==> src/rtl/smpq_pkg.sv <==
// ----------------------------------------------------------------------------
// smpq_pkg
// Shared types and constants of the stable min-first priority queue.
// ----------------------------------------------------------------------------
`default_nettype none

package smpq_pkg;

  localparam int unsigned CAPACITY       = 16;
  localparam int unsigned PAYLOAD_WIDTH  = 32;
  localparam int unsigned PRIORITY_WIDTH = 16;
  localparam int unsigned CNT_W          = $clog2(CAPACITY + 1);
  localparam int unsigned STATUS_W       = 2;

  typedef logic [PAYLOAD_WIDTH-1:0]  payload_t;
  typedef logic [PRIORITY_WIDTH-1:0] priority_t;
  typedef logic [CNT_W-1:0]          count_t;

  typedef enum logic [0:0] {
    KIND_ENQ = 1'b0,
    KIND_DEQ = 1'b1
  } kind_e;

  typedef enum logic [STATUS_W-1:0] {
    ST_DONE  = 2'd0,
    ST_EMPTY = 2'd1,
    ST_FULL  = 2'd2
  } status_e;

  typedef enum logic [0:0] {
    S_IDLE = 1'b0,
    S_EXEC = 1'b1
  } state_e;

  // controller -> datapath
  typedef struct packed {
    logic load;   // capture the input transfer
    logic exec;   // apply the operation and load the result register
  } cmd_t;

endpackage

`default_nettype wire

==> src/rtl/smpq_if.sv <==
// ----------------------------------------------------------------------------
// smpq_in_if / smpq_out_if
// Valid/ready channels carrying queue operations and their results.
// ----------------------------------------------------------------------------
`default_nettype none

interface smpq_in_if;
  import smpq_pkg::*;

  logic      valid;
  logic      ready;
  logic      kind;
  priority_t priority_req;
  payload_t  payload;

  modport source (output valid, kind, priority_req, payload, input ready);
  modport sink   (input valid, kind, priority_req, payload, output ready);
endinterface

interface smpq_out_if;
  import smpq_pkg::*;

  logic                valid;
  logic                ready;
  payload_t            out_payload;
  logic [STATUS_W-1:0] status;
  priority_t           head_priority;
  payload_t            head_payload;
  count_t              entry_count;

  modport source (output valid, out_payload, status, head_priority, head_payload,
                  entry_count, input ready);
  modport sink   (input valid, out_payload, status, head_priority, head_payload,
                  entry_count, output ready);
endinterface

`default_nettype wire

==> src/rtl/smpq_ctrl.sv <==
// ----------------------------------------------------------------------------
// smpq_ctrl
// Sequencer: takes one operation, runs it once the result register is free.
// ----------------------------------------------------------------------------
`default_nettype none

module smpq_ctrl (
  input  wire logic          clk_i,
  input  wire logic          rst_ni,
  input  wire logic          in_valid_i,
  output logic               in_ready_o,
  output logic               out_valid_o,
  input  wire logic          out_ready_i,
  output smpq_pkg::cmd_t     cmd_o
);
  import smpq_pkg::*;

  state_e state_q, state_d;
  logic   out_valid_q, out_valid_d;
  logic   exec;

  // next state
  always_comb begin
    state_d = state_q;
    case (state_q)
      S_IDLE: begin
        if (in_valid_i) state_d = S_EXEC;
      end
      S_EXEC: begin
        if (!out_valid_q || out_ready_i) state_d = S_IDLE;
      end
      default: state_d = S_IDLE;
    endcase
  end

  // outputs
  always_comb begin
    in_ready_o = 1'b0;
    exec       = 1'b0;
    case (state_q)
      S_IDLE:  in_ready_o = 1'b1;
      S_EXEC:  exec = !out_valid_q || out_ready_i;
      default: begin
        in_ready_o = 1'b0;
        exec       = 1'b0;
      end
    endcase
  end

  always_comb begin
    cmd_o.load  = in_ready_o && in_valid_i;
    cmd_o.exec  = exec;
    out_valid_d = exec ? 1'b1 : (out_ready_i ? 1'b0 : out_valid_q);
  end

  assign out_valid_o = out_valid_q;

  always_ff @(posedge clk_i or negedge rst_ni) begin
    if (!rst_ni) begin
      state_q     <= S_IDLE;
      out_valid_q <= 1'b0;
    end else begin
      state_q     <= state_d;
      out_valid_q <= out_valid_d;
    end
  end

endmodule

`default_nettype wire

==> src/rtl/smpq_dp.sv <==
// ----------------------------------------------------------------------------
// smpq_dp
// Sorted slot chain: every cell compares against the new priority at once
// and either holds, takes the new entry, or shifts.
// ----------------------------------------------------------------------------
`default_nettype none

module smpq_dp (
  input  wire logic               clk_i,
  input  wire logic               rst_ni,
  input  smpq_pkg::cmd_t          cmd_i,
  input  wire logic               kind_i,
  input  smpq_pkg::priority_t     priority_req_i,
  input  smpq_pkg::payload_t      payload_i,
  output smpq_pkg::payload_t      out_payload_o,
  output logic [smpq_pkg::STATUS_W-1:0] status_o,
  output smpq_pkg::priority_t     head_priority_o,
  output smpq_pkg::payload_t      head_payload_o,
  output smpq_pkg::count_t        entry_count_o
);
  import smpq_pkg::*;

  // captured operation
  logic      kind_q;
  priority_t req_pri_q;
  payload_t  req_pay_q;

  // slot cells, index 0 is the head
  priority_t slot_pri_q [CAPACITY];
  payload_t  slot_pay_q [CAPACITY];
  priority_t slot_pri_d [CAPACITY];
  payload_t  slot_pay_d [CAPACITY];
  count_t    count_q, count_d;

  // result register
  payload_t  res_pay_q;
  status_e   res_st_q;
  priority_t res_hpri_q;
  payload_t  res_hpay_q;

  logic [CAPACITY-1:0] le;
  logic                is_enq, enq_ok, deq_ok;
  status_e             st;

  assign is_enq = (kind_q == KIND_ENQ);
  assign enq_ok = is_enq && (count_q != count_t'(CAPACITY));
  assign deq_ok = !is_enq && (count_q != '0);

  // le is a prefix mask: occupied slots at or below the new priority
  always_comb begin
    for (int i = 0; i < CAPACITY; i++) begin
      le[i] = (count_t'(i) < count_q) &&
              ($signed(slot_pri_q[i]) <= $signed(req_pri_q));
    end
  end

  for (genvar g = 0; g < CAPACITY; g++) begin : g_cell
    logic      take_new;
    priority_t up_pri, dn_pri;
    payload_t  up_pay, dn_pay;

    if (g == 0) begin : g_head
      assign take_new = 1'b1;
      assign up_pri   = slot_pri_q[g];
      assign up_pay   = slot_pay_q[g];
    end else begin : g_body
      assign take_new = le[g-1];
      assign up_pri   = slot_pri_q[g-1];
      assign up_pay   = slot_pay_q[g-1];
    end

    if (g == CAPACITY - 1) begin : g_tail
      assign dn_pri = slot_pri_q[g];
      assign dn_pay = slot_pay_q[g];
    end else begin : g_mid
      assign dn_pri = slot_pri_q[g+1];
      assign dn_pay = slot_pay_q[g+1];
    end

    always_comb begin
      slot_pri_d[g] = slot_pri_q[g];
      slot_pay_d[g] = slot_pay_q[g];
      if (enq_ok && !le[g]) begin
        slot_pri_d[g] = take_new ? req_pri_q : up_pri;
        slot_pay_d[g] = take_new ? req_pay_q : up_pay;
      end else if (deq_ok) begin
        slot_pri_d[g] = dn_pri;
        slot_pay_d[g] = dn_pay;
      end
    end
  end

  always_comb begin
    count_d = count_q;
    if (enq_ok)      count_d = count_q + count_t'(1);
    else if (deq_ok) count_d = count_q - count_t'(1);
  end

  always_comb begin
    st = ST_DONE;
    if (is_enq && !enq_ok)      st = ST_FULL;
    else if (!is_enq && !deq_ok) st = ST_EMPTY;
  end

  always_ff @(posedge clk_i) begin
    if (cmd_i.load) begin
      kind_q    <= kind_i;
      req_pri_q <= priority_req_i;
      req_pay_q <= payload_i;
    end
    if (cmd_i.exec) begin
      for (int i = 0; i < CAPACITY; i++) begin
        slot_pri_q[i] <= slot_pri_d[i];
        slot_pay_q[i] <= slot_pay_d[i];
      end
      res_pay_q  <= deq_ok ? slot_pay_q[0] : '0;
      res_st_q   <= st;
      res_hpri_q <= (count_d != '0) ? slot_pri_d[0] : '0;
      res_hpay_q <= (count_d != '0) ? slot_pay_d[0] : '0;
    end
  end

  always_ff @(posedge clk_i or negedge rst_ni) begin
    if (!rst_ni) begin
      count_q <= '0;
    end else if (cmd_i.exec) begin
      count_q <= count_d;
    end
  end

  assign out_payload_o   = res_pay_q;
  assign status_o        = res_st_q;
  assign head_priority_o = res_hpri_q;
  assign head_payload_o  = res_hpay_q;
  assign entry_count_o   = count_q;

endmodule

`default_nettype wire

==> src/rtl/stable_min_priority_queue_top.sv <==
// ----------------------------------------------------------------------------
// stable_min_priority_queue_top
// Fixed-capacity priority queue, lowest priority first, ties in arrival order.
// ----------------------------------------------------------------------------
// Usage:
//   in_i  carries one operation per transfer: kind 0 enqueues
//         (priority_req, payload), kind 1 dequeues the head.
//   out_o returns exactly one result per operation: removed payload, status
//         (done / dequeue on empty / enqueue rejected full), the head entry
//         after the operation and the entry count.
//   Sequencing: the sequencer takes an operation on the input transfer and
//   applies it in the EXEC state once the result register is free, loading
//   the result register; no new operation is taken meanwhile. All 16 slot
//   cells update in parallel, so the whole chain compares and shifts at once.
//   Stall: the result register holds while out_o.ready is low; one more
//   operation is taken meanwhile and waits until the result is transferred.
//   Reset: entry count goes to zero and no result is pending; slot
//   contents are not cleared and are only read once written.
// ----------------------------------------------------------------------------
`default_nettype none

module stable_min_priority_queue_top (
  input  wire logic   clk_i,
  input  wire logic   rst_ni,
  smpq_in_if.sink     in_i,
  smpq_out_if.source  out_o
);
  import smpq_pkg::*;

  cmd_t cmd;

  smpq_ctrl u_ctrl (
    .clk_i       (clk_i),
    .rst_ni      (rst_ni),
    .in_valid_i  (in_i.valid),
    .in_ready_o  (in_i.ready),
    .out_valid_o (out_o.valid),
    .out_ready_i (out_o.ready),
    .cmd_o       (cmd)
  );

  smpq_dp u_dp (
    .clk_i           (clk_i),
    .rst_ni          (rst_ni),
    .cmd_i           (cmd),
    .kind_i          (in_i.kind),
    .priority_req_i  (in_i.priority_req),
    .payload_i       (in_i.payload),
    .out_payload_o   (out_o.out_payload),
    .status_o        (out_o.status),
    .head_priority_o (out_o.head_priority),
    .head_payload_o  (out_o.head_payload),
    .entry_count_o   (out_o.entry_count)
  );

`ifndef SYNTHESIS
  a_count_bound: assert property (@(posedge clk_i) disable iff (!rst_ni)
    out_o.valid |-> out_o.entry_count <= count_t'(CAPACITY))
    else $error("entry count above capacity");

  a_full_count: assert property (@(posedge clk_i) disable iff (!rst_ni)
    out_o.valid && out_o.status == ST_FULL |-> out_o.entry_count == count_t'(CAPACITY))
    else $error("full status with free slots");

  a_empty_zero: assert property (@(posedge clk_i) disable iff (!rst_ni)
    out_o.valid && out_o.status == ST_EMPTY |->
      out_o.entry_count == '0 && out_o.head_payload == '0 && out_o.out_payload == '0)
    else $error("empty status with data");

  a_one_at_a_time: assert property (@(posedge clk_i) disable iff (!rst_ni)
    in_i.valid && in_i.ready |=> !in_i.ready)
    else $error("second operation taken while one is in flight");
`endif

endmodule

`default_nettype wire
==> src/flat_wrapper.sv <==
// flat-port wrapper written by rule: the top's interface ports become plain ports
module stable_min_priority_queue_top_flat import smpq_pkg::*;
  (clk_i, rst_ni, in_i_valid, in_i_kind, in_i_priority_req, in_i_payload, in_i_ready, out_o_valid, out_o_out_payload, out_o_status, out_o_head_priority, out_o_head_payload, out_o_entry_count, out_o_ready);
  smpq_in_if in_i_i ();
  smpq_out_if out_o_i ();
  input  wire logic clk_i;
  input  wire logic rst_ni;
  input wire logic [$bits(in_i_i.valid)-1:0] in_i_valid;
  input wire logic [$bits(in_i_i.kind)-1:0] in_i_kind;
  input wire logic [$bits(in_i_i.priority_req)-1:0] in_i_priority_req;
  input wire logic [$bits(in_i_i.payload)-1:0] in_i_payload;
  output wire logic [$bits(in_i_i.ready)-1:0] in_i_ready;
  output wire logic [$bits(out_o_i.valid)-1:0] out_o_valid;
  output wire logic [$bits(out_o_i.out_payload)-1:0] out_o_out_payload;
  output wire logic [$bits(out_o_i.status)-1:0] out_o_status;
  output wire logic [$bits(out_o_i.head_priority)-1:0] out_o_head_priority;
  output wire logic [$bits(out_o_i.head_payload)-1:0] out_o_head_payload;
  output wire logic [$bits(out_o_i.entry_count)-1:0] out_o_entry_count;
  input wire logic [$bits(out_o_i.ready)-1:0] out_o_ready;
  assign in_i_i.valid = in_i_valid;
  assign in_i_i.kind = in_i_kind;
  assign in_i_i.priority_req = in_i_priority_req;
  assign in_i_i.payload = in_i_payload;
  assign in_i_ready = in_i_i.ready;
  assign out_o_valid = out_o_i.valid;
  assign out_o_out_payload = out_o_i.out_payload;
  assign out_o_status = out_o_i.status;
  assign out_o_head_priority = out_o_i.head_priority;
  assign out_o_head_payload = out_o_i.head_payload;
  assign out_o_entry_count = out_o_i.entry_count;
  assign out_o_i.ready = out_o_ready;
  stable_min_priority_queue_top u_core (.clk_i(clk_i), .rst_ni(rst_ni), .in_i(in_i_i), .out_o(out_o_i));
endmodule
==> config.mk <==
export PLATFORM = sky130hd
export DESIGN_NAME = stable_min_priority_queue_top_flat
export DESIGN_NICKNAME = d
export VERILOG_FILES = /design/src/rtl/smpq_pkg.sv /design/src/rtl/smpq_if.sv /design/src/rtl/smpq_ctrl.sv /design/src/rtl/smpq_dp.sv /design/src/rtl/stable_min_priority_queue_top.sv /design/src/flat_wrapper.sv
export SDC_FILE = /design/constraint.sdc
export NUM_CORES = 2
export LEC_CHECK = 0
export BUFFER_PORTS_ARGS = -buffer_cell sky130_fd_sc_hd__buf_2
export CORE_ASPECT_RATIO = 0.6
export CORE_MARGIN = 2
export CORE_UTILIZATION = 30
export DETAILED_ROUTE_END_ITERATION = 6
export GPL_TIMING_DRIVEN = 0
export REMOVE_ABC_BUFFERS = 1
export SYNTH_ARGS = -nofsm -noshare
export SYNTH_HDL_FRONTEND = slang
export SYNTH_SLANG_ARGS = --single-unit
==> constraint.sdc <==
create_clock -name clk_i -period 6.66 [get_ports clk_i]
set_clock_uncertainty 0.2 [all_clocks]
set_input_delay 0.333 -clock clk_i [delete_from_list [all_inputs] [get_ports clk_i]]
set_output_delay 0.333 -clock clk_i [all_outputs]
set_load 0.005 [all_outputs]
### Word level (Yosys, flattened, before mapping)

Memory sizes are Yosys's and may differ from the RTL's.
Index checks and enable logic that the tools add are counted.

| storage, ports and cells | value |
|---|---|
| output and inout bits | 89 |
| memories kept | 2 |
| register bits after elaboration | 138 |
| bits in writable memories | 768 |
| word-level logic and storage cells | 213 |

| cells by class | value |
|---|---|
| $lt $le $gt $ge | 32 |
| reductions and logical operators | 60 |
| add/sub/neg operators | 2 |
| bitwise operators | 2 |
| muxes and demuxes | 104 |
| eq/ne operators | 1 |

Memory list:

| memory | depth | bits a word | read ports | clocked after Yosys merged registers in | wr ports | RTL line | RTL |
|---|---|---|---|---|---|---|---|
| u_core.u_dp.slot_pay_q | 16 | 32 | 16 | 0 | 16 | smpq_dp.sv:30 | `payload_t slot_pay_q [CAPACITY];` |
| u_core.u_dp.slot_pri_q | 16 | 16 | 16 | 0 | 16 | smpq_dp.sv:29 | `priority_t slot_pri_q [CAPACITY];` |

Operators with widths:

| cell | number |
|---|---|
| $mux 32 | 46 |
| $mux 16 | 46 |
| $le 16x16->1 | 16 |
| $lt 4x5->1 const A | 8 |
| $logic_and 1x1->1 | 37 |
| $lt 3x5->1 const A | 4 |
| $logic_not 1->1 | 19 |
| $lt 1x5->1 const A | 2 |
| $lt 2x5->1 const A | 2 |
| $mux 5 | 2 |
| $reduce_bool 5->1 | 2 |
| $mux 1 | 9 |
| $add 5x1->5 const B | 1 |
| $ne 5x5->1 const B | 1 |
| $sub 5x1->5 const B | 1 |
| $not 1->1 | 2 |
| $pmux 1 s2 | 1 |
| $reduce_bool 2->1 | 1 |
| $logic_or 1x1->1 | 1 |

### Longest topological paths before layout

An unclocked memory read counts as a cell.

| logic depth | value |
|---|---|
| depth after elaboration | 6 |
| gate-level depth with buffers | 12 |
| gate-level depth less buffers | 9 |

### Hierarchy

A second synthesis with hierarchy kept.

| second synthesis, totals | value |
|---|---|
| cell total of the unflattened synthesis | 4402 |
| area total of the unflattened synthesis | 50787.5 um2 |

By module, submodules not included:

| module | seq. area each (um2) | instances | area an instance (um2) | cells each |
|---|---|---|---|---|
| smpq_dp | 27121.0 | 1 | 50686.1 | 4393 |
| smpq_ctrl | 50.0 | 1 | 101.3 | 9 |

### Worst setup path before layout

No wires, ideal clock.

| timing path | value |
|---|---|
| path type | register to register |
| start | reg u_core.u_dp.entry_count_o[1] (netlist name) |
| end | mem u_core.u_dp.slot_pay_q[1][224] (netlist bit), enable pin |
| path slack | 480 ps |
| cell stages (with the launch flop) | 10 |
| data required time | 5934 ps |
| clock period less this slack | 6180 ps |
| setup time | 526 ps |
| data arrival time | 5454 ps |
| cells stage by stage | dfrtp_1 clkbuf_1 inv_1 ha_1 clkbuf_1 a31o_2 buf_2 buf_2 clkbuf_1 a211oi_1 |

RTL lines:

| what | RTL line |
|---|---|
| to (decl) | smpq_dp.sv:30 |

### Final worst setup path

| timing path | value |
|---|---|
| start | reg u_core.u_dp.req_pri_q[15] |
| end | reg u_core.u_dp.res_hpay_q[18], in the netlist u_core.u_dp.head_payload_o[18] (data pin) |

| between the ends | value |
|---|---|
| word-level cells in the longest chain between the ends | 5 |

RTL lines:

| what | RTL line | RTL |
|---|---|---|
| from (decl) | smpq_dp.sv:25 | `priority_t req_pri_q;` |
| from (signal assigned) | smpq_dp.sv:108 | `req_pri_q <= priority_req_i;` |
| $le 16x16->1 | smpq_dp.sv:53 | `($signed(slot_pri_q[i]) <= $signed(req_pri_q));` |
| $logic_and 1x1->1 | smpq_dp.sv:52 | `le[i] = (count_t'(i) < count_q) &&` |
| $logic_not 1->1 | smpq_dp.sv:83 | `if (enq_ok && !le[g]) begin` |
| $logic_and 1x1->1 | smpq_dp.sv:83 |  |
| $mux 32 | smpq_dp.sv:83 |  |
| to (signal assigned) | smpq_dp.sv:119 | `res_hpay_q <= (count_d != '0) ? slot_pay_d[0] : '0;` |
| to (decl) | smpq_dp.sv:39 | `payload_t res_hpay_q;` |

No other way between the ends.
A chain may end at the register's enable or synchronous reset.

==> results.md <==
* Root Driver: clkbuf_16
* Ys async rst share at 0.00773
* Req. time, crit path at ~6.8 ns
* Post-Place Cells at 6590
* Clock latency at the later pin of the worst-skew pair at 0.72 ns
* GRT Total Usage at 0.180
* Int Pwr at 19.1 mW
* Cts repair resizes at 0
* Hold depth at 2
* # setup viols final at 0
* Critical Path End Type: flop
* Clk pwr share at 0.169
* Number of vias per cell at 5.43
* Max cap viols at 0
* CTS buffer count at 97
* Filler instances at 16300
* Syn. warnings at 0
* Final ANT Viol Nets at 0
* Post-synth EDFFs at 899
* Synth unique cells at 77
* Pleak at 22.8 nW
* R2R Setup Slk at 0.35 ns
* Area occupied by multi-input gates at 0.0221 mm^2
* Largest net degree at the start of global routing at 75
* Wire per inst at 23.5 um
* CTS H-Tree Depth at 3
* Core Footprint at 0.167 mm^2
* Yosys reg bits at between 900 and 1000
* Detailed-route wire length at 160000 um
* Sequential element share of the synthesized area at 0.537
* Share of cells above drive strength 1 at 0.130
* Critical R2R Launch: u_core.u_dp.req_pri_q[15]
* Drt drc at 0
* Die ar. at 0.172 mm^2
* Startpoint types: flop
* CTS tree: yes
* Initial core utilization at 0.303
* Clock tree buffer depth at 3
* Primary FF master, synth: edfxtp_1
* Die width at around 530 um
* Psw at about 14 mW
* Period Utilization, post-route at 0.947
* DRT Pass-1 Iters at 7
* # IOs at around 140
* Switching share of power at 0.414
* Critical R2R Capture: u_core.u_dp.head_payload_o[18]
* Status: completed
* Slew headroom at 0.112
* Layout area overhead at 16.8%
* Maximum vdd drop at about 280 uV
* Reg area at 0.0272 mm^2
* Worst Hold End: u_core.u_dp.req_pay_q[28]
* Setup TNS at 0 ns
* Standard-cell rows at 116
* Number of global-route vias before repair at 35400
* Worst slew pin tran at about 1.3 ns
* Initial drt markers at 4523
* Synthesized netlist cell count at ~4400
* Port Buffers at 141
* Nets@finish at 4813
* GPL Wtd Cong at 0.864
* GRT overflow at 0
* Pins over their slew limit at 0
* Critical path arrival at 6.49 ns
* Crit path max fanout at 64
* Crit Path Class: flop to flop
* Pwr/cell area at 552 mW/mm^2
* First-pass GRT wire length at 235000 um
* Final Hold Viols at 0
* Crit path time final at 6.31 ns
* Fin cells at 6826
* # diodes at 0
* Worst hold path type: input pin to flop
* Gate power share at 0.467
* Post-Syn Area at 0.0506 mm^2
* RSZ-0062 raised after global routing: false
* Part of the power in registers at 0.364
* Die Span Y at 322 um
* CTS clk-pin slew, worst paths at 0.06 ns
* Vias at between 30000 and 40000
* Syn Area/Cell at 11.5 um^2
* Max Fclk at 158 MHz
* Post-DP HPWL at 112000 um
* Worst Hold Launch: in_i_payload[28]
* R2R depth at 11
* CTS Sinks at 906
* Initial antenna violation count at 6
[kinds of logic (layout without fill, tap and decap cells)]
kind of cell             after synthesis  count (layout)  share of synthesized area
adder cells (fa/ha/maj)              259             259                     0.0640
XOR/XNOR                               4               4                   0.000692
AO/OA/AOI/OAI                       1109            1109                      0.123
multiplexers                         737             737                      0.149
AND/OR/NAND/NOR                     1025            1025                     0.0910
flip-flops                           906             906                      0.537
buffers and inverters                373             544                     0.0357
[metal layers]
layer / track usage / wire [um] / part of all wire
met2: 0.252 / 63400 / 0.40
met1: 0.277 / 77000 / 0.48
met3: 0.0411 / 16100 / 0.10
met4: 0.0420 / 3660 / 0.023
met5: 0 / 33 / 0.00021
[cells in the mapped netlist (all sizes together), types with 2 or more instances]
| master | number | share of area |
|---|---|---|
| a2111oi | 3 | 0.00052 |
| a211o | 3 | 0.00052 |
| a211oi | 47 | 0.0074 |
| a21boi | 2 | 0.00030 |
| a21o | 34 | 0.0050 |
| a21oi | 578 | 0.057 |
| a311oi | 2 | 0.00035 |
| a31oi | 66 | 0.0097 |
| and2 | 51 | 0.0063 |
| and3 | 9 | 0.0011 |
| and4 | 2 | 0.00040 |
| buf | 165 | 0.020 |
| clkbuf | 156 | 0.012 |
| dfrtp | 7 | 0.0035 |
| edfxtp | 899 | 0.53 |
| ha | 259 | 0.064 |
| inv | 52 | 0.0039 |
| mux2 | 127 | 0.028 |
| mux2i | 610 | 0.12 |
| nand2 | 183 | 0.014 |
| nand2b | 10 | 0.0012 |
| nand3 | 65 | 0.0070 |
| nand3b | 2 | 0.00030 |
| nand4 | 57 | 0.0070 |
| nor2 | 534 | 0.040 |
| nor2b | 57 | 0.0070 |
| nor3 | 6 | 0.00069 |
| nor3b | 2 | 0.00030 |
| nor4 | 14 | 0.0020 |
| o2111ai | 5 | 0.00086 |
| o211ai | 22 | 0.0033 |
| o21a | 9 | 0.0013 |
| o21ai | 298 | 0.030 |
| o21ba | 15 | 0.0030 |
| o21bai | 6 | 0.00089 |
| o22ai | 3 | 0.00037 |
| o311ai | 2 | 0.00035 |
| o31a | 3 | 0.00052 |
| o31ai | 2 | 0.00030 |
| o32ai | 2 | 0.00035 |
| or2 | 22 | 0.0027 |
| or3 | 7 | 0.00086 |
| or4b | 3 | 0.00074 |
| xnor2 | 2 | 0.00035 |
| xor2 | 2 | 0.00035 |
[worst max-delay path, cell delays in order, from the launching register on]
cell and delay (ns):
edfxtp_1 1.01, inv_1 0.78, ha_1 0.60, nand4_1 0.23
or3_1 0.42, a21o_1 0.19, a211o_1 0.35, nand3_4 0.52
buf_16 0.33, nand2_4 0.13, buf_16 0.28, a211oi_1 0.80
[sequential cells by signal (all words and copies together) (netlist names)]
signal                       flops
u_core.u_dp.slot_pay_q         512
u_core.u_dp.slot_pri_q         256
u_core.u_dp.head_priority_o     16
u_core.u_dp.req_pay_q           32
u_core.u_dp.out_payload_o       32
u_core.u_dp.kind_q               1
u_core.u_dp.status_o             2
u_core.u_dp.entry_count_o        5
u_core.u_ctrl.state_q            1
u_core.u_ctrl.out_valid_o        1
u_core.u_dp.head_payload_o      32
u_core.u_dp.req_pri_q           16
[what timing repair did]
action | CTS | global route
hold endpoints to repair | 60 | 0
hold buffers | 53 | 0
setup endpoints to repair | 0 | 0
buffers inserted | 0 | 0
[through the flow]
step / hold slack [ns] / cell area (um^2) / total power [mW] / util / worst slack [ns]
6_report: 0.134 / 59100 / 32.7 / 0.354 / 0.350
5_1_grt: 0.0995 / 59100 / 34.4 / 0.354 / 0.305
4_1_cts: 0.0852 / 59100 / 32.5 / 0.354 / 0.518
3_5_place_dp: -0.00367 / 55400 / 26.9 / 0.332 / 0.556
3_3_place_gp: -0.00211 / 52500 / 26.5 / 0.314 / -15.25
2_1_floorplan: -0.163 / 49000 / 21.0 / - / -3.49
[final cells by class]
type / instances / share of cell area
Clock inverter: 71 / 0.0105
Timing Repair Buffer: 310 / 0.0626
Tap cell: 2242 / 0.0474
Multi-Input combinational cell: 3134 / 0.374
Clock buffer: 111 / 0.0427
Sequential cell: 906 / 0.459
Inverter: 52 / 0.00343
[worst max path at each step]
stage                                 start                              end  slack (ns)  cells after the start
2_1_floorplan  u_core.u_dp.entry_count_o[4]  u_core.u_dp.head_priority_o[10]       -3.49                      7
3_3_place_gp   u_core.u_dp.entry_count_o[4]   u_core.u_dp.head_payload_o[18]      -15.25                      7
3_5_place_dp      u_core.u_dp.req_pri_q[15]   u_core.u_dp.head_payload_o[18]        0.56                     11
4_1_cts           u_core.u_dp.req_pri_q[15]   u_core.u_dp.head_payload_o[18]        0.52                     11
5_1_grt           u_core.u_dp.req_pri_q[15]   u_core.u_dp.head_payload_o[18]        0.31                     11
6_report          u_core.u_dp.req_pri_q[15]   u_core.u_dp.head_payload_o[18]        0.35                     11
[power by group through the flow]
| stage | registers (mW) | logic [mW] | clock network [mW] |
|---|---|---|---|
| after floorplan | 11.3 | 9.66 | 0 |
| after global placement | 12.3 | 14.2 | 0 |
| after detailed placement | 11.9 | 15.0 | 0 |
| after CTS | 11.8 | 15.1 | 5.63 |
| after global routing | 12.1 | 16.5 | 5.83 |
| final | 11.9 | 15.3 | 5.52 |
[placed cells by master (no fill, tap or decap), drive strengths merged, types with 34 or more instances in the layout]
| master | n |
|---|---|
| dlygate4sd3 | 53 |
| nor2 | 534 |
| clkbuf | 111 |
| o21ai | 298 |
| mux2 | 127 |
| mux2i | 610 |
| a211oi | 47 |
| nand4 | 57 |
| a21oi | 578 |
| nand3 | 65 |
| buf | 257 |
| edfxtp | 899 |
| a21o | 34 |
| a31oi | 66 |
| clkinv | 50 |
| inv | 59 |
| ha | 259 |
| nor2b | 57 |
| nand2 | 183 |
| and2 | 51 |
Note: power is estimated with default switching activity, not from simulation.
